<file path="src/design/gdgc_pkg.sv">
`default_nettype none
// ============================================================================
// gdgc_pkg: shared types and constants for the gamepad drive/gimbal core
// Holds the controller-to-datapath command struct, the register index codes
// and the configuration and field widths.
// ============================================================================
package gdgc_pkg;

    // Configuration port
    localparam int CFG_IDX_W  = 3;
    localparam int CFG_DATA_W = 14;

    localparam logic [CFG_IDX_W-1:0] CFG_SPEED_GAIN      = 3'd0;
    localparam logic [CFG_IDX_W-1:0] CFG_DEAD_ZONE       = 3'd1;
    localparam logic [CFG_IDX_W-1:0] CFG_TOGGLE_COOLDOWN = 3'd2;
    localparam logic [CFG_IDX_W-1:0] CFG_DEBOUNCE_LIMIT  = 3'd3;
    localparam logic [CFG_IDX_W-1:0] CFG_SERVO_STEP      = 3'd4;
    localparam logic [CFG_IDX_W-1:0] CFG_ANGLE_LIMIT     = 3'd5;

    // Result widths
    localparam int SPEED_W = 16;
    localparam int ANGLE_W = 15;

    // Which product the shared gain multiplier forms this cycle
    typedef enum logic [1:0] {
        STEP_NONE,
        STEP_FWD,
        STEP_SIDE,
        STEP_ROT
    } t_step;

    typedef struct packed {
        logic  load;    // capture the input item
        t_step step;    // multiplier operand and destination
        logic  commit;  // update state and load the result register
    } t_cmd;

endpackage
`default_nettype wire

</file>
<file path="src/design/gamepad_drive_and_gimbal_control_core.sv">
`default_nettype none
// ============================================================================
// gamepad_drive_and_gimbal_control_core: gamepad frame to drive and gimbal
// Turns one polled gamepad frame into three drive speeds, a tracking-mode
// toggle and debounced pan/tilt gimbal angles.
// ============================================================================
// One item in, one item out. A frame is taken when mode reads 0x73 and the
// four stick axes are neither all 0x00 nor all 0xFF; any other frame returns
// a stop item (drive_enable low, speeds and flags zero, stored tracking and
// angles shown) and leaves all state untouched. After acceptance the shared
// 8x9 gain multiplier forms the forward, lateral and rotate products in the
// steps S_FWD, S_SIDE and S_ROT in turn, and the final step S_DIV divides
// the lateral term by ten (reciprocal multiply) and commits state and
// result. The next item is accepted in that commit step, so a new item is
// taken only as the last one commits. A result waits in an output
// register; while it is not taken, the core holds in its commit step and
// stops accepting. Write the configuration registers only while the core
// is idle. No clearing pass is needed after reset.
// ============================================================================
module gamepad_drive_and_gimbal_control_core (
    input  wire logic                               i_clk,
    input  wire logic                               i_rst_n,
    // configuration write port
    input  wire logic                               i_cfg_we,
    input  wire logic [gdgc_pkg::CFG_IDX_W-1:0]     i_cfg_idx,
    input  wire logic [gdgc_pkg::CFG_DATA_W-1:0]    i_cfg_data,
    // input item channel
    input  wire logic                               i_valid,
    output logic                                    o_ready,
    input  wire logic [7:0]                         i_pad_mode,
    input  wire logic [7:0]                         i_left_horizontal,
    input  wire logic [7:0]                         i_left_vertical,
    input  wire logic [7:0]                         i_right_horizontal,
    input  wire logic [7:0]                         i_right_vertical,
    input  wire logic                               i_pad_up,
    input  wire logic                               i_pad_down,
    input  wire logic                               i_pad_right,
    input  wire logic                               i_pad_left,
    input  wire logic                               i_select_held,
    input  wire logic [3:0]                         i_servo_buttons,
    // result item channel
    output logic                                    o_valid,
    input  wire logic                               i_ready,
    output logic                                    o_drive_enable,
    output logic signed [gdgc_pkg::SPEED_W-1:0]     o_forward_speed,
    output logic signed [gdgc_pkg::SPEED_W-1:0]     o_lateral_speed,
    output logic signed [gdgc_pkg::SPEED_W-1:0]     o_rotate_speed,
    output logic                                    o_toggle_fired,
    output logic                                    o_tracking_active,
    output logic signed [gdgc_pkg::ANGLE_W-1:0]     o_pan_angle,
    output logic signed [gdgc_pkg::ANGLE_W-1:0]     o_tilt_angle,
    output logic                                    o_pan_moved,
    output logic                                    o_tilt_moved
);

    // command word from the sequencer: capture, multiply step, commit
    gdgc_pkg::t_cmd cmd;

    gdgc_ctrl u_ctrl (
        .i_clk   (i_clk),
        .i_rst_n (i_rst_n),
        .i_valid (i_valid),
        .o_ready (o_ready),
        .o_valid (o_valid),
        .i_ready (i_ready),
        .o_cmd   (cmd)
    );

    // all arithmetic, state and the result register live here
    gdgc_dp u_dp (
        .i_clk              (i_clk),
        .i_rst_n            (i_rst_n),
        .i_cfg_we           (i_cfg_we),
        .i_cfg_idx          (i_cfg_idx),
        .i_cfg_data         (i_cfg_data),
        .i_cmd              (cmd),
        .i_pad_mode         (i_pad_mode),
        .i_left_horizontal  (i_left_horizontal),
        .i_left_vertical    (i_left_vertical),
        .i_right_horizontal (i_right_horizontal),
        .i_right_vertical   (i_right_vertical),
        .i_pad_up           (i_pad_up),
        .i_pad_down         (i_pad_down),
        .i_pad_right        (i_pad_right),
        .i_pad_left         (i_pad_left),
        .i_select_held      (i_select_held),
        .i_servo_buttons    (i_servo_buttons),
        .o_drive_enable     (o_drive_enable),
        .o_forward_speed    (o_forward_speed),
        .o_lateral_speed    (o_lateral_speed),
        .o_rotate_speed     (o_rotate_speed),
        .o_toggle_fired     (o_toggle_fired),
        .o_tracking_active  (o_tracking_active),
        .o_pan_angle        (o_pan_angle),
        .o_tilt_angle       (o_tilt_angle),
        .o_pan_moved        (o_pan_moved),
        .o_tilt_moved       (o_tilt_moved)
    );

endmodule
`default_nettype wire

</file>
<file path="src/design/gdgc_ctrl.sv">
`default_nettype none
// ============================================================================
// gdgc_ctrl: sequencing controller
// Walks each item through the forward, lateral and rotate multiply steps and
// the divide/commit step, and owns both handshakes.
// ============================================================================
module gdgc_ctrl (
    input  wire logic          i_clk,
    input  wire logic          i_rst_n,
    input  wire logic          i_valid,
    output logic               o_ready,
    output logic               o_valid,
    input  wire logic          i_ready,
    output gdgc_pkg::t_cmd     o_cmd
);

    typedef enum logic [2:0] {
        S_IDLE,
        S_FWD,
        S_SIDE,
        S_ROT,
        S_DIV
    } t_state;

    t_state r_state;
    logic   r_out_valid;
    logic   out_free;
    logic   in_fire;

    assign out_free = !r_out_valid || i_ready;
    assign o_ready  = (r_state == S_IDLE) || ((r_state == S_DIV) && out_free);
    assign in_fire  = i_valid && o_ready;
    assign o_valid  = r_out_valid;

    always_comb begin
        o_cmd.load   = in_fire;
        o_cmd.commit = (r_state == S_DIV) && out_free;
        unique case (r_state)
            S_FWD:   o_cmd.step = gdgc_pkg::STEP_FWD;
            S_SIDE:  o_cmd.step = gdgc_pkg::STEP_SIDE;
            S_ROT:   o_cmd.step = gdgc_pkg::STEP_ROT;
            default: o_cmd.step = gdgc_pkg::STEP_NONE;
        endcase
    end

    always_ff @(posedge i_clk) begin
        if (!i_rst_n) begin
            r_state     <= S_IDLE;
            r_out_valid <= 1'b0;
        end else begin
            unique case (r_state)
                S_IDLE: begin
                    if (in_fire) r_state <= S_FWD;
                end
                S_FWD:  r_state <= S_SIDE;
                S_SIDE: r_state <= S_ROT;
                S_ROT:  r_state <= S_DIV;
                S_DIV: begin
                    // hold here until the result register frees up
                    if (out_free) r_state <= in_fire ? S_FWD : S_IDLE;
                end
                default: r_state <= S_IDLE;
            endcase

            if ((r_state == S_DIV) && out_free) r_out_valid <= 1'b1;
            else if (i_ready)                   r_out_valid <= 1'b0;
        end
    end

endmodule
`default_nettype wire

</file>
<file path="src/design/gdgc_dp.sv">
`default_nettype none
// ============================================================================
// gdgc_dp: datapath
// Input capture, configuration registers, shared gain multiplier, divide by
// ten, tracking toggle, servo debounce and angle state, result register.
// ============================================================================
module gdgc_dp (
    input  wire logic                               i_clk,
    input  wire logic                               i_rst_n,
    input  wire logic                               i_cfg_we,
    input  wire logic [gdgc_pkg::CFG_IDX_W-1:0]     i_cfg_idx,
    input  wire logic [gdgc_pkg::CFG_DATA_W-1:0]    i_cfg_data,
    input  wire gdgc_pkg::t_cmd                     i_cmd,
    input  wire logic [7:0]                         i_pad_mode,
    input  wire logic [7:0]                         i_left_horizontal,
    input  wire logic [7:0]                         i_left_vertical,
    input  wire logic [7:0]                         i_right_horizontal,
    input  wire logic [7:0]                         i_right_vertical,
    input  wire logic                               i_pad_up,
    input  wire logic                               i_pad_down,
    input  wire logic                               i_pad_right,
    input  wire logic                               i_pad_left,
    input  wire logic                               i_select_held,
    input  wire logic [3:0]                         i_servo_buttons,
    output logic                                    o_drive_enable,
    output logic signed [gdgc_pkg::SPEED_W-1:0]     o_forward_speed,
    output logic signed [gdgc_pkg::SPEED_W-1:0]     o_lateral_speed,
    output logic signed [gdgc_pkg::SPEED_W-1:0]     o_rotate_speed,
    output logic                                    o_toggle_fired,
    output logic                                    o_tracking_active,
    output logic signed [gdgc_pkg::ANGLE_W-1:0]     o_pan_angle,
    output logic signed [gdgc_pkg::ANGLE_W-1:0]     o_tilt_angle,
    output logic                                    o_pan_moved,
    output logic                                    o_tilt_moved
);

    localparam logic [7:0]  MODE_ANALOG = 8'h73;
    localparam logic [19:0] RECIP10     = 20'd838861;  // ceil(2^23 / 10)

    function automatic logic signed [8:0] f_dead(input logic signed [8:0] v,
                                                 input logic [7:0] dz);
        logic signed [9:0] v10;
        logic signed [9:0] dz10;
        v10  = {v[8], v};
        dz10 = {2'b00, dz};
        if ((v10 > -dz10) && (v10 < dz10)) return 9'sd0;
        return v;
    endfunction

    // configuration
    logic [7:0]  r_gain, r_dz, r_cool;
    logic [3:0]  r_db_lim;
    logic [6:0]  r_step;
    logic [13:0] r_lim;

    // captured item
    logic [7:0]  r_mode, r_lh, r_lv, r_rh, r_rv;
    logic        r_up, r_down, r_right, r_left, r_sel;
    logic [3:0]  r_btn;

    // speed datapath
    logic signed [17:0] r_side_prod;
    logic [15:0]        r_fwd_spd, r_rot_spd;
    logic [18:0]        r_mag13;
    logic               r_side_neg;

    // persistent state
    logic               r_sel_before, r_tracking;
    logic [7:0]         r_cooldown;
    logic [3:0]         r_agree [4];
    logic [3:0]         r_level;
    logic signed [14:0] r_pan, r_tilt, r_pan_sent, r_tilt_sent;

    // result register
    logic        r_o_en, r_o_fired, r_o_track, r_o_pmv, r_o_tmv;
    logic [15:0] r_o_fwd, r_o_lat, r_o_rot;
    logic [14:0] r_o_pan, r_o_tilt;

    // ---------------- centring and multiplier ----------------
    logic signed [8:0]  fwd_v, side_v, rot_v, neg_side, neg_rot, mul_b;
    logic signed [17:0] prod;
    logic [17:0]        side_abs;
    logic [18:0]        side_m, mag13;
    logic [38:0]        recip;
    logic [15:0]        quot, lat;

    always_comb begin
        fwd_v  = f_dead(9'sd128 - $signed({1'b0, r_lv}), r_dz);
        side_v = f_dead($signed({1'b0, r_lh}) - 9'sd128, r_dz);
        rot_v  = f_dead($signed({1'b0, r_rh}) - 9'sd128, r_dz);
        // down wins over up, left over right
        if (r_up)    fwd_v  = 9'sd128;
        if (r_down)  fwd_v  = -9'sd127;
        if (r_right) side_v = 9'sd127;
        if (r_left)  side_v = -9'sd128;
        neg_side = -side_v;
        neg_rot  = -rot_v;
        unique case (i_cmd.step)
            gdgc_pkg::STEP_FWD:  mul_b = fwd_v;
            gdgc_pkg::STEP_SIDE: mul_b = neg_side;
            gdgc_pkg::STEP_ROT:  mul_b = neg_rot;
            default:             mul_b = 9'sd0;
        endcase
        prod = $signed({1'b0, r_gain}) * mul_b;

        side_abs = r_side_prod[17] ? 18'(-r_side_prod) : 18'(r_side_prod);
        side_m   = {4'b0000, side_abs[14:0]};
        mag13    = (side_m << 3) + (side_m << 2) + side_m;

        recip = 39'(r_mag13) * 39'(RECIP10);
        quot  = recip[38:23];
        lat   = r_side_neg ? 16'(-quot) : quot;
    end

    // ---------------- frame check, toggle and servo update ----------------
    logic               frame_ok, toggle;
    logic [7:0]         cd_dec, n_cooldown;
    logic               n_tracking;
    logic [3:0]         n_agree [4];
    logic [3:0]         n_level;
    logic signed [16:0] st17, lim17, pan_sum, tilt_sum;
    logic signed [14:0] pan_new, tilt_new;

    always_comb begin
        frame_ok = (r_mode == MODE_ANALOG)
                && !((r_lh == 8'h00) && (r_lv == 8'h00) && (r_rh == 8'h00) && (r_rv == 8'h00))
                && !((r_lh == 8'hFF) && (r_lv == 8'hFF) && (r_rh == 8'hFF) && (r_rv == 8'hFF));

        cd_dec     = (r_cooldown != 8'd0) ? r_cooldown - 8'd1 : 8'd0;
        toggle     = r_sel_before && !r_sel && (cd_dec == 8'd0);
        n_tracking = r_tracking ^ toggle;
        n_cooldown = toggle ? r_cool : cd_dec;

        for (int i = 0; i < 4; i++) begin
            n_agree[i] = r_agree[i];
            n_level[i] = r_level[i];
            if (r_btn[i] == r_level[i]) begin
                if (r_agree[i] < r_db_lim) n_agree[i] = r_agree[i] + 4'd1;
            end else if (r_agree[i] != 4'd0) begin
                n_agree[i] = r_agree[i] - 4'd1;
            end else begin
                n_level[i] = r_btn[i];
            end
        end

        st17  = {10'b0, r_step};
        lim17 = {3'b000, r_lim};
        pan_sum  = {{2{r_pan[14]}}, r_pan}
                 + (n_level[0] ? st17 : 17'sd0) - (n_level[1] ? st17 : 17'sd0);
        tilt_sum = {{2{r_tilt[14]}}, r_tilt}
                 + (n_level[2] ? st17 : 17'sd0) - (n_level[3] ? st17 : 17'sd0);

        if (pan_sum > lim17)       pan_new = lim17[14:0];
        else if (pan_sum < -lim17) pan_new = 15'(-lim17);
        else                       pan_new = pan_sum[14:0];
        if (tilt_sum > lim17)       tilt_new = lim17[14:0];
        else if (tilt_sum < -lim17) tilt_new = 15'(-lim17);
        else                        tilt_new = tilt_sum[14:0];
    end

    // ---------------- control state ----------------
    always_ff @(posedge i_clk) begin
        if (!i_rst_n) begin
            r_gain       <= 8'd12;
            r_dz         <= 8'd6;
            r_cool       <= 8'd15;
            r_db_lim     <= 4'd3;
            r_step       <= 7'd12;
            r_lim        <= 14'd900;
            r_sel_before <= 1'b0;
            r_tracking   <= 1'b0;
            r_cooldown   <= 8'd0;
            r_level      <= 4'd0;
            r_pan        <= 15'sd0;
            r_tilt       <= 15'sd0;
            r_pan_sent   <= 15'sd0;
            r_tilt_sent  <= 15'sd0;
            for (int i = 0; i < 4; i++) r_agree[i] <= 4'd0;
        end else begin
            if (i_cfg_we) begin
                unique case (i_cfg_idx)
                    gdgc_pkg::CFG_SPEED_GAIN:      r_gain   <= i_cfg_data[7:0];
                    gdgc_pkg::CFG_DEAD_ZONE:       r_dz     <= i_cfg_data[7:0];
                    gdgc_pkg::CFG_TOGGLE_COOLDOWN: r_cool   <= i_cfg_data[7:0];
                    gdgc_pkg::CFG_DEBOUNCE_LIMIT:  r_db_lim <= i_cfg_data[3:0];
                    gdgc_pkg::CFG_SERVO_STEP:      r_step   <= i_cfg_data[6:0];
                    gdgc_pkg::CFG_ANGLE_LIMIT:     r_lim    <= i_cfg_data[13:0];
                    default: ;
                endcase
            end
            if (i_cmd.commit && frame_ok) begin
                r_sel_before <= r_sel;
                r_tracking   <= n_tracking;
                r_cooldown   <= n_cooldown;
                if (!n_tracking) begin
                    r_level     <= n_level;
                    r_pan       <= pan_new;
                    r_tilt      <= tilt_new;
                    r_pan_sent  <= pan_new;
                    r_tilt_sent <= tilt_new;
                    for (int i = 0; i < 4; i++) r_agree[i] <= n_agree[i];
                end
            end
        end
    end

    // ---------------- payload registers ----------------
    always_ff @(posedge i_clk) begin
        if (i_cmd.load) begin
            r_mode  <= i_pad_mode;
            r_lh    <= i_left_horizontal;
            r_lv    <= i_left_vertical;
            r_rh    <= i_right_horizontal;
            r_rv    <= i_right_vertical;
            r_up    <= i_pad_up;
            r_down  <= i_pad_down;
            r_right <= i_pad_right;
            r_left  <= i_pad_left;
            r_sel   <= i_select_held;
            r_btn   <= i_servo_buttons;
        end

        unique case (i_cmd.step)
            gdgc_pkg::STEP_FWD:  r_fwd_spd   <= prod[15:0];
            gdgc_pkg::STEP_SIDE: r_side_prod <= prod;
            gdgc_pkg::STEP_ROT: begin
                r_rot_spd  <= {prod[13:0], 2'b00};
                r_mag13    <= mag13;
                r_side_neg <= r_side_prod[17];
            end
            default: ;
        endcase

        if (i_cmd.commit) begin
            if (frame_ok) begin
                r_o_en    <= 1'b1;
                r_o_fwd   <= r_fwd_spd;
                r_o_lat   <= lat;
                r_o_rot   <= r_rot_spd;
                r_o_fired <= toggle;
                r_o_track <= n_tracking;
                r_o_pan   <= n_tracking ? r_pan : pan_new;
                r_o_tilt  <= n_tracking ? r_tilt : tilt_new;
                r_o_pmv   <= !n_tracking && (pan_new != r_pan_sent);
                r_o_tmv   <= !n_tracking && (tilt_new != r_tilt_sent);
            end else begin
                r_o_en    <= 1'b0;
                r_o_fwd   <= 16'd0;
                r_o_lat   <= 16'd0;
                r_o_rot   <= 16'd0;
                r_o_fired <= 1'b0;
                r_o_track <= r_tracking;
                r_o_pan   <= r_pan;
                r_o_tilt  <= r_tilt;
                r_o_pmv   <= 1'b0;
                r_o_tmv   <= 1'b0;
            end
        end
    end

    assign o_drive_enable    = r_o_en;
    assign o_forward_speed   = $signed(r_o_fwd);
    assign o_lateral_speed   = $signed(r_o_lat);
    assign o_rotate_speed    = $signed(r_o_rot);
    assign o_toggle_fired    = r_o_fired;
    assign o_tracking_active = r_o_track;
    assign o_pan_angle       = $signed(r_o_pan);
    assign o_tilt_angle      = $signed(r_o_tilt);
    assign o_pan_moved       = r_o_pmv;
    assign o_tilt_moved      = r_o_tmv;

endmodule
`default_nettype wire

</file>
<file path="config.mk">
export PLATFORM = sky130hd
export DESIGN_NAME = gamepad_drive_and_gimbal_control_core
export DESIGN_NICKNAME = d
export VERILOG_FILES = /design/src/design/gdgc_pkg.sv /design/src/design/gamepad_drive_and_gimbal_control_core.sv /design/src/design/gdgc_ctrl.sv /design/src/design/gdgc_dp.sv
export SDC_FILE = /design/constraint.sdc
export NUM_CORES = 1
export LEC_CHECK = 0
export ABC_AREA = 1
export BUFFER_PORTS_ARGS = -buffer_cell sky130_fd_sc_hd__buf_2
export CAP_MARGIN = 40
export CELL_PAD_IN_SITES_DETAIL_PLACEMENT = 0
export CELL_PAD_IN_SITES_GLOBAL_PLACEMENT = 2
export CORE_ASPECT_RATIO = 0.9
export CORE_MARGIN = 1
export CORE_UTILIZATION = 28
export CTS_BUF_LIST = sky130_fd_sc_hd__clkbuf_8 sky130_fd_sc_hd__clkbuf_16
export CTS_CLUSTER_SIZE = 20
export DETAILED_ROUTE_END_ITERATION = 6
export PLACE_DENSITY_LB_ADDON = 0.1
export SLEW_MARGIN = 20
export SYNTH_ARGS = -nofsm -noshare
export SYNTH_HDL_FRONTEND = slang
export SYNTH_SLANG_ARGS = --single-unit
</file>
<file path="constraint.sdc">
create_clock -name i_clk -period 22.7 [get_ports i_clk]
set_input_delay 1.135 -clock i_clk [delete_from_list [all_inputs] [get_ports i_clk]]
set_output_delay 1.135 -clock i_clk [all_outputs]
set_load 0.01 [all_outputs]
</file>
==> results of run 1 <==
-- layer usage --
| layer | up-vias | track usage | wire length, µm |
|---|---|---|---|
| li1 | 11988 | - | - |
| met1 | 10642 | 0.277 | 50700 |
| met2 | 350 | 0.247 | 35900 |
| met3 | 88 | 0.0203 | 3250 |
| met4 | 2 | 0.0406 | 1740 |
| met5 | - | 0 | 14 |
-- cell type report --
class,instances,area [µm²]
multi-input cells,2458,17600
repair buffers,177,998
well taps,1368,1710
clock inverters,36,287
fillers,11283,70600
diodes,5,12.5
inverters,739,2780
clock buffers,45,1130
flip-flops and latches,339,8910
-- state kept, by name (all words and copies together), names as in the netlist, 14 cells and up --
signal,flops
u_dp.o_forward_speed,16
u_dp.o_lateral_speed,16
u_dp.o_pan_angle,15
u_dp.o_rotate_speed,14
u_dp.o_tilt_angle,15
u_dp.r_agree,16
u_dp.r_fwd_spd,16
u_dp.r_lim,14
u_dp.r_mag13,19
u_dp.r_pan,15
u_dp.r_pan_sent,15
u_dp.r_rot_spd,14
u_dp.r_side_prod,16
u_dp.r_tilt,15
u_dp.r_tilt_sent,15
-- cells in the mapped netlist, types with 7 or more instances --
cell type  instances  area share
o21ai_1           17      0.0029
o21bai_1           9      0.0023
nor4_1            15      0.0032
buf_2             16      0.0027
nor2_1           263       0.033
o21ai_0          232       0.039
inv_1            715       0.091
buf_4              7      0.0018
a31oi_1           15      0.0032
clkbuf_1          26      0.0033
nor3_1            31      0.0053
a21oi_2           12      0.0036
a21o_1            17      0.0043
inv_2             15      0.0019
clkinv_1           7     0.00089
nand2_2           16      0.0034
or2_2              7      0.0015
nand2_4           11      0.0042
nand2_1          653       0.083
a211oi_1           7      0.0018
fa_1             173        0.12
nor2_2             7      0.0015
dfxtp_1          127       0.086
xnor2_1           31      0.0092
o211ai_1          26      0.0066
a21oi_1          206       0.035
xor2_1            73       0.022
ha_1             368        0.16
edfxtp_1         212        0.22
nand3_1          163       0.028
nand3b_1          11      0.0028
nand4_1           36      0.0076
-- worst min path at each step --
stage	endpoint	slack [ps]
finish	u_dp.r_sel_before	450
global route	u_dp.r_sel_before	480
detailed placement	u_dp.r_sel_before	440
CTS	u_dp.r_sel_before	450
global placement	u_dp.r_sel_before	440
floorplan	u_dp.r_cool[7]	420
-- per-stage QoR --
| stage | util | std cells | power [mW] | area (µm²) | setup WS (ps) |
|---|---|---|---|---|---|
| finish | 0.321 | 5167 | 4.61 | 33400 | 14160 |
| global route | 0.321 | 5162 | 5.16 | 33400 | 13350 |
| CTS | 0.321 | 5160 | 4.70 | 33400 | 14090 |
| detailed placement | 0.307 | 5079 | 3.94 | 31900 | 14100 |
| global placement | 0.307 | 5075 | 3.99 | 31900 | 14170 |
| floorplan | - | 3587 | 3.08 | 29500 | 15010 |
-- logic make-up (layout without fill, tap and decap cells) --
family          count (synthesis)  count (layout)
simple gates                 1241            1241
buf+inv                       790             997
compound gates                569             569
fa+ha+maj                     541             541
flops                         339             339
xor+xnor                      105             105
other cells                     1               7
-- power breakdown --
part	internal, mW	switching, mW	leakage (nW)	total, mW
registers	0.709	0.0297	3.03	0.738
clock network	0.378	0.324	0.697	0.702
logic	1.10	2.07	12.5	3.17
total	2.18	2.42	16.3	4.61
-- critical path, delay by kind of cell (launching register included) --
family / cells / cell delay, ps
AO/OA/AOI/OAI: 9 / 1450
XOR/XNOR: 1 / 70
adder cells (fa/ha/maj): 9 / 3770
buffers and inverters: 6 / 480
flip-flops: 1 / 360
AND/OR/NAND/NOR: 20 / 2200
==> metrics.txt, run 1 <==
Final Hold Slack=roughly 450 ps; initial antenna violation count=6; Port Buffers=around 150; total grt overflow=0; Synth Area in XOR/XNOR=0.0314; Final nets=between 4000 and 5000; setup bufs post-CTS=0; CTS Buffer Depth=3; slowest CP cell=fa_1; Reg-to-Reg Start=u_dp.r_dz[0]; initial drt markers=around 1300; Final Cycle Share=0.376; slew of the pin with the lowest slew margin=around 770 ps; maximum clock frequency=~120 MHz; Post-synth EDFFs=~210; Yosys cell types=60; Yosys Warn Count=0; mux share of post-synthesis cell area=0; layout cells sized above 1=0.0909; Die X=~340 µm; Post-Synth Simple-Gate Area=0.183; CP Launch Point=u_dp.r_dz[0]; drt via density=approximately 4.5; highest-count cells in the layout ignoring fill and taps=720 x inv_1, 652 x nand2_1, 368 x ha_1; clk root buf=clkbuf_16; post-CTS sizing=0; DRC errors left=0; VDD IR-drop max=roughly 0.13 mV; status=finished with violations; H-tree levels=2; critical path endpoint=u_dp.r_side_prod[17]; critical path fanouts, max=8; die area=about 0.11 mm²; CP Data Required Time=23110 ps; wirelength, routed=91600 µm; Main synth FF type=edfxtp_1; first-pass GRT wire length=142000 µm; RR Endpoint=u_dp.r_side_prod[17]; Clock Sinks=~340; core footprint=between 0.1 and 0.15 mm²; max-cap viol count=0; antenna viol nets, final=1; Slew Viols, Final=0; hold path start=u_dp.r_sel_before; Hold Fails Final Rpt=0; Synth Area in Compound Gates=0.107; Chip Height=310 µm; most common cell after layout, fill and taps aside=inv_1; Cells after Synth=3586; I/O pin count=between 150 and 200; critical path class=flop to flop; Initial Utilization=0.284; Clock transition at path regs=about 60 ps; Tmin final=between 8000 and 9000 ps; row count=roughly 110; largest family of logic cells by synthesized area=adder cells; slew margin rel.=0.489; Leakage=approximately 16 nW; Synth async-reset ratio=0; DR vias=around 23000; Inserted Clock Buffers=45; Syn Area/Cell=roughly 8 µm²; worst r2r path cells=between 40 and 50; Post-Synth Adder-Cell Area=0.274; CTS tree=built; post-synthesis sequential area ratio=0.302; Synth Register Bits=~340; Routed WL per cell=approximately 18 µm; Critical Path Start Type=flop; synthesized area=0.0295 mm²; TritonRoute pass-1 iters=5; total track usage=0.175; clock latency on the worst-skew pair=660 ps; Setup Viol. Count Final=0; Worst Hold Depth=2; post-route setup TNS=0 ps; Hold-fix buffers, CTS=0; CP arrival=~9000 ps; RSZ-0062 raised after global routing=false; violated checks=antenna rules; Setup Skew=around 37 ps; P&R area growth vs syn=13.3%; number of global-route vias before repair=about 23000; Tightest Hold Check Type=flop to flop; Worst Setup End Kind=flop; Final GP Congestion=a little over 0.8; dpl hpwl=between 70000 and 80000 µm; flop2flop setup slack=14160 ps; largest net degree at the start of global routing=65; slowest stage delay, CP=approximately 550 ps; Cell Pwr Density=between 100 and 150 mW/mm²
(Power assumes the default switching activity.)
==> inputs of run 2 (changes only) <==
==> constraint.sdc (replaced) <==
create_clock -name i_clk -period 8.5 [get_ports i_clk]
set_input_delay 0.425 -clock i_clk [delete_from_list [all_inputs] [get_ports i_clk]]
set_output_delay 0.425 -clock i_clk [all_outputs]
set_load 0.01 [all_outputs]
==> run 2 against run 1 <==
  * The run now ends clean
  * Routed wire length rose by 0.40%
  * Setup slack worse by 14000 ps
  * Hold slack lost 370 ps
  * Register-to-register slack worse by 14000 ps
  * Total power increased to 2.7 times the previous value
  * Critical path depth did not move
  * Die area unchanged
  * Global-route usage about the same
  * Cell count grew 1.3%
  * Sequential cell count did not move
  * Maximum frequency is 6.5% higher
  * Critical path type unchanged
  * Largest cell class unchanged
  * Highest routed layer unchanged
==> metrics.txt, run 2 (synthesized netlist as in run 1, its figures left out) <==
status=finished, final reports clean; hold path start=i_valid; Hold Path Sink=u_ctrl.r_state[0]; Setup Viol. Count Final=0 (unchanged); flop2flop setup slack=480 ps (-13680 ps); Chip Height=310 µm (unchanged); slowest stage delay, CP=540 ps (about the same); Port Buffers=153 (unchanged); Setup WS pre-CTS=179 ps (-13930 ps); Clock Power Share=0.161 (+0.009); Largest register FFs=19 (unchanged); Design Area, Final=0.0342 mm² (+2.5%); layout cells sized above 1=0.0996 (+0.00863); critical path fanouts, max=8 (unchanged); maximum clock frequency=125 MHz (+6.5%); highest-count cells in the layout ignoring fill and taps=716 x inv_1, 652 x nand2_1, 365 x ha_1; I/O pin count=156 (unchanged); RSZ-0062 raised after global routing=true; die area=0.107 mm² (unchanged); max-cap viol count=0 (unchanged); clock latency on the worst-skew pair=660 ps (about the same); number of global-route vias before repair=23785 (+1.7%); fin worst setup slack=481 ps (-13680 ps); clk root buf=clkbuf_16; Routed WL per cell=17.6 µm (-0.90%); Initial Utilization=0.284 (unchanged); DR vias=23399 (+1.4%); most common cell after layout, fill and taps aside=inv_1; P_sw=6.50 mW (+170%); total track usage=0.175 (+0.000476); Inserted Clock Buffers=44 (-2.2%); slowest CP cell=fa_1; CP Data Required Time=8890 ps (-14220 ps); Int Pwr=6.00 mW (+170%); Clock transition at path regs=60 ps (about the same); total grt overflow=0 (unchanged); slew of the pin with the lowest slew margin=787 ps (+21.2 ps); Comb pwr share=0.682 (-0.005); Seq pwr share=0.157 (-0.003); Worst Setup End Kind=flop; drt via density=4.47 (+0.11%); Critical Path Start Type=flop; Final Hold Slack=89.1 ps (-365 ps); Setup Skew=56.0 ps (+19.3 ps); Final Cycle Share=0.943 (+0.567); row count=112 (unchanged); Slew Viols, Final=0 (unchanged); Die X=344 µm (unchanged); CP arrival=8410 ps (-540 ps); dpl cell area=0.0321 mm² (+0.49%); dpl hpwl=75200 µm (+1.5%); Final GP Congestion=0.817 (+0.38%); sequential cell area=0.00891 mm² (unchanged); CTS tree=built; H-tree levels=2 (unchanged); Worst Hold Depth=3 (+1); first-pass GRT wire length=142000 µm (+0.41%); Multi-input gate area=0.0176 mm² (+0.28%); switching share of power=0.520 (-0.00581); Final nets=4443 (+1.6%); wirelength, routed=92000 µm (+0.40%); Hold Fails Final Rpt=0 (unchanged); worst r2r path cells=45 (unchanged); initial drt markers=1243 (-1.2%); largest net degree at the start of global routing=64 (-1.5%); Tightest Hold Check Type=input pin to flop; CTS Buffer Depth=3 (unchanged); antenna viol nets, final=0 (-1); CP Launch Point=u_dp.r_dz[0]; Leakage=16.6 nW (+2.2%); largest reg by FF count=u_dp.r_mag13; Fillers=11151 (-1.2%); initial antenna violation count=5 (-1); Reg-to-Reg Start=u_dp.r_dz[0]; Antenna Cells=0 (-5); TritonRoute pass-1 iters=5 (unchanged); DRC errors left=0 (unchanged); slew margin rel.=0.470 (-0.0184); RR Endpoint=u_dp.r_side_prod[17]; critical path class=flop to flop; VDD IR-drop max=0.350 mV (+170%); Tmin final=8020 ps (-521 ps); Cell Pwr Density=365 mW/mm² (+160%); Clock Sinks=339 (unchanged); core footprint=0.104 mm² (unchanged); P&R area growth vs syn=16.1%
## run 2: cell types whose count changed in the layout (fill, tap and decap cells not counted), moves of 3 or more
cell,change
buf_4,+23
bufinv_16,+5
clkinv_1,-5
clkinv_2,+3
clkinvlp_4,+4
diode_2,-5
dlygate4sd3_1,+51
ha_1,-3
inv_1,-4
## run 2: area by class of cell
cell class,count,area share
sequential,339,0.260
timing repair buffer,249,0.0483
clock inverter,38,0.0128
multi-input combinational,2458,0.515
clock buffer,44,0.0322
tap,1368,0.0500
inverter,739,0.0812
## run 2: layer usage
layer  global-route usage  vias up  share of wire
met4               0.0382        2          0.017
met5                    0        -        0.00012
met3               0.0249       74          0.038
met2                0.250      360           0.39
li1                     -    12126              -
met1                0.274    10837           0.55
## run 2: power by group through the flow
| stage | Combinational [mW] | Clock (mW) | Sequential [mW] |
|---|---|---|---|
| after global placement | 8.66 | 0 | 2.00 |
| after global routing | 9.87 | 2.14 | 1.97 |
| after floorplan | 6.24 | 0 | 1.97 |
| after detailed placement | 8.51 | 0 | 2.00 |
| final | 8.53 | 2.01 | 1.96 |
| after CTS | 8.61 | 2.09 | 1.97 |
## run 2: metrics by stage
step / instances / TNS [ps] / utilization / power (mW)
after floorplan: 3587 / 0 / - / 8.21
final: 5235 / 0 / 0.329 / 12.5
after global placement: 5095 / 0 / 0.308 / 10.7
after global routing: 5235 / -116 / 0.329 / 14.0
after CTS: 5232 / 0 / 0.328 / 12.7
after detailed placement: 5099 / 0 / 0.309 / 10.5
## run 2: how the worst max path moves through the flow
stage	end	slack, ps
global route	u_dp.r_side_prod[17]	-120
finish	u_dp.r_side_prod[17]	480
CTS	u_dp.r_side_prod[17]	130
detailed placement	u_dp.r_side_prod[17]	180
floorplan	u_dp.r_side_prod[17]	800
global placement	u_dp.r_side_prod[17]	260
## run 2: repair_timing
item,in CTS,in global routing
resized for setup,0,12
hold endpoints to repair,51,0
setup buffers,0,3
hold buffers,51,0
setup endpoints to repair,0,13
## run 2: worst max-delay path, delay by kind of cell (launching register included)
kind / cells / cell delay, ps
simple gates: 20 / 2140
xor+xnor: 1 / 130
flops: 1 / 360
fa+ha+maj: 9 / 3550
buf+inv: 6 / 350
compound gates: 9 / 1190
==> inputs of run 3 (changes only) <==
--- a/config.mk
+++ b/config.mk
@@ -12,8 +12,9 @@
 export CELL_PAD_IN_SITES_GLOBAL_PLACEMENT = 2
 export CORE_ASPECT_RATIO = 0.9
 export CORE_MARGIN = 1
-export CORE_UTILIZATION = 28
+export CORE_UTILIZATION = 34
 export CTS_BUF_LIST = sky130_fd_sc_hd__clkbuf_8 sky130_fd_sc_hd__clkbuf_16
+export CTS_CLUSTER_DIAMETER = 50
 export CTS_CLUSTER_SIZE = 20
 export DETAILED_ROUTE_END_ITERATION = 6
 export PLACE_DENSITY_LB_ADDON = 0.1
==> run 3 against run 2 <==
  * Routed wire length shrank 5.2%
  * Critical path depth is the same
  * Sequential share of layout area is essentially flat
  * Combinational power shrank 2%
  * Clock-buffer cell count grew 6
  * Die area shrank 18%
  * Design area is essentially flat
  * Hold slack gained 6.1 ps
  * Largest cell class unchanged
==> metrics.txt, run 3 (synthesized netlist as in run 1, its figures left out) <==
status=finished, final reports clean; Final Cycle Share=0.941 (-0.00294); most used cell, CP=inv_1; CP arrival=8380 ps (-30 ps); total grt overflow=0 (unchanged); Largest register FFs=19 (unchanged); antenna viol nets, final=0 (unchanged); DP Cell Count=4878 (-4.3%); Slew Viols, Final=0 (unchanged); Tightest Hold Check Type=input pin to flop; clk root buf=clkbuf_16; met1 WL=44500 µm (-12%); TritonRoute pass-1 iters=5 (unchanged); Setup Viol. Count Final=0 (unchanged); Worst Setup End Kind=flop; Hold Fails Final Rpt=0 (unchanged); slew margin rel.=0.436 (-0.0336); max-cap viol count=0 (unchanged); Clock Sinks=339 (unchanged); Final Hold Slack=95.2 ps (+6.06 ps); met3 wire length=4540 µm (+32%); CTS Buffer Depth=3 (unchanged); Design Area, Final=0.0343 mm² (about the same); row count=102 (-8.9%); die area=0.0879 mm² (-18%); Antenna Cells=0 (unchanged); Final GP Congestion=0.899 (+9.9%); layout cells sized above 1=0.105 (+0.00497); initial antenna violation count=7 (+2); RSZ-0062 raised after global routing=true; Clock transition at path regs=60 ps (about the same); Tmin final=7990 ps (-25.0 ps); Inserted Clock Buffers=50 (+14%); largest net degree at the start of global routing=64 (unchanged); P&R area growth vs syn=16.2% (about the same); initial drt markers=1291 (+3.9%); Fillers=8762 (-21%); largest reg by FF count=u_dp.r_mag13; Die X=312 µm (-9.2%); H-tree levels=2 (unchanged); first-pass GRT wire length=136000 µm (-4.2%); clock latency on the worst-skew pair=650 ps (about the same); slowest stage delay, CP=550 ps (about the same); met2 wire len=36300 µm (about the same); Final nets=4455 (+0.27%); VDD IR-drop max=0.409 mV (+17%); Leakage=16.8 nW (+0.97%); total track usage=0.199 (+0.0239); CP Data Required Time=8890 ps (about the same); drt via density=4.79 (+7.1%); DR vias=24066 (+2.9%); core footprint=0.0859 mm² (-17%); Initial Utilization=0.343 (+0.0597); Routed WL per cell=17.3 µm (-1.3%); DRC errors left=0 (unchanged); critical path class=flop to flop; final std cells w/o fill=5028 (-4.0%); slowest CP cell=fa_1; I/O pin count=156 (unchanged); Port Buffers=153 (unchanged); dpl cell area=0.0318 mm² (-0.90%); Setup Skew=47.6 ps (-8.39 ps); dpl hpwl=70500 µm (-6.3%); Critical Path Start Type=flop; most common cell after layout, fill and taps aside=inv_1; number of global-route vias before repair=24152 (+1.5%); highest-count cells in the layout ignoring fill and taps=714 x inv_1, 652 x nand2_1, 365 x ha_1; slew of the pin with the lowest slew margin=844 ps (+57.5 ps); Cell Pwr Density=367 mW/mm² (+0.51%); Chip Height=281 µm (-9.2%); wirelength, routed=87200 µm (-5.2%); critical path fanouts, max=9 (+1); maximum clock frequency=125 MHz (+0.31%); highest metal used=met4; CTS tree=built
==> run 3: path summary, 6_finish.rpt <==
path | startpoint | to | cells after the start | slack (ps)
max reg2reg | u_dp.r_dz[0] | u_dp.r_side_prod[17] | 45 | 510
max | u_dp.r_dz[0] | u_dp.r_side_prod[17] | 45 | 510
min reg2reg | u_dp.r_sel_before | u_dp.r_sel_before | 2 | 460
min | i_cfg_data[11] | u_dp.r_lim[11] | 3 | 100
==> run 3: metrics by stage <==
stage	util	TNS, ps	total power [mW]	setup WS, ps
6_report	0.399	0	12.6	506
4_1_cts	0.398	0	12.8	50.7
3_3_place_gp	0.370	0	10.4	114
5_1_grt	0.399	-62.7	14.0	-62.7
2_1_floorplan	-	0	8.21	805
3_5_place_dp	0.370	0	10.4	89.4
==> run 3: layout make-up <==
cell class	instances	area, µm²	area share
well taps	1144	1430	0.0418
repair buffers	255	1680	0.0490
clock inverters	43	566	0.0165
multi-input cells	2458	17600	0.515
flip-flops and latches	339	8910	0.260
clock buffers	50	1250	0.0365
inverters	739	2780	0.0811
==> run 3: layer usage <==
layer,vias up,global-route usage
met5,-,0
met4,0,0.0510
met3,100,0.0336
met2,503,0.297
met1,11307,0.296
li1,12156,-
==> run 3: worst max-delay path: cells and delay by family (launching register included) <==
family	cells	cell delay, ps
compound gates	8	1120
xor+xnor	1	130
fa+ha+maj	9	3570
buf+inv	9	590
flops	1	350
simple gates	18	1940
==> run 3: power breakdown <==
group | switching [mW] | leakage (nW) | internal, mW
combinational | 5.41 | 12.9 | 2.98
sequential | 0.0707 | 3.03 | 1.89
clock | 0.933 | 0.873 | 1.29
total | 6.42 | 16.8 | 6.16
==> run 3: timing repair <==
item                                    in CTS  in global routing
buffers inserted                             0                  5
gates resized for setup                      0                 15
hold buffers                                51                  0
endpoints found under the setup margin       0                 13
endpoints found under the hold margin       51                  0
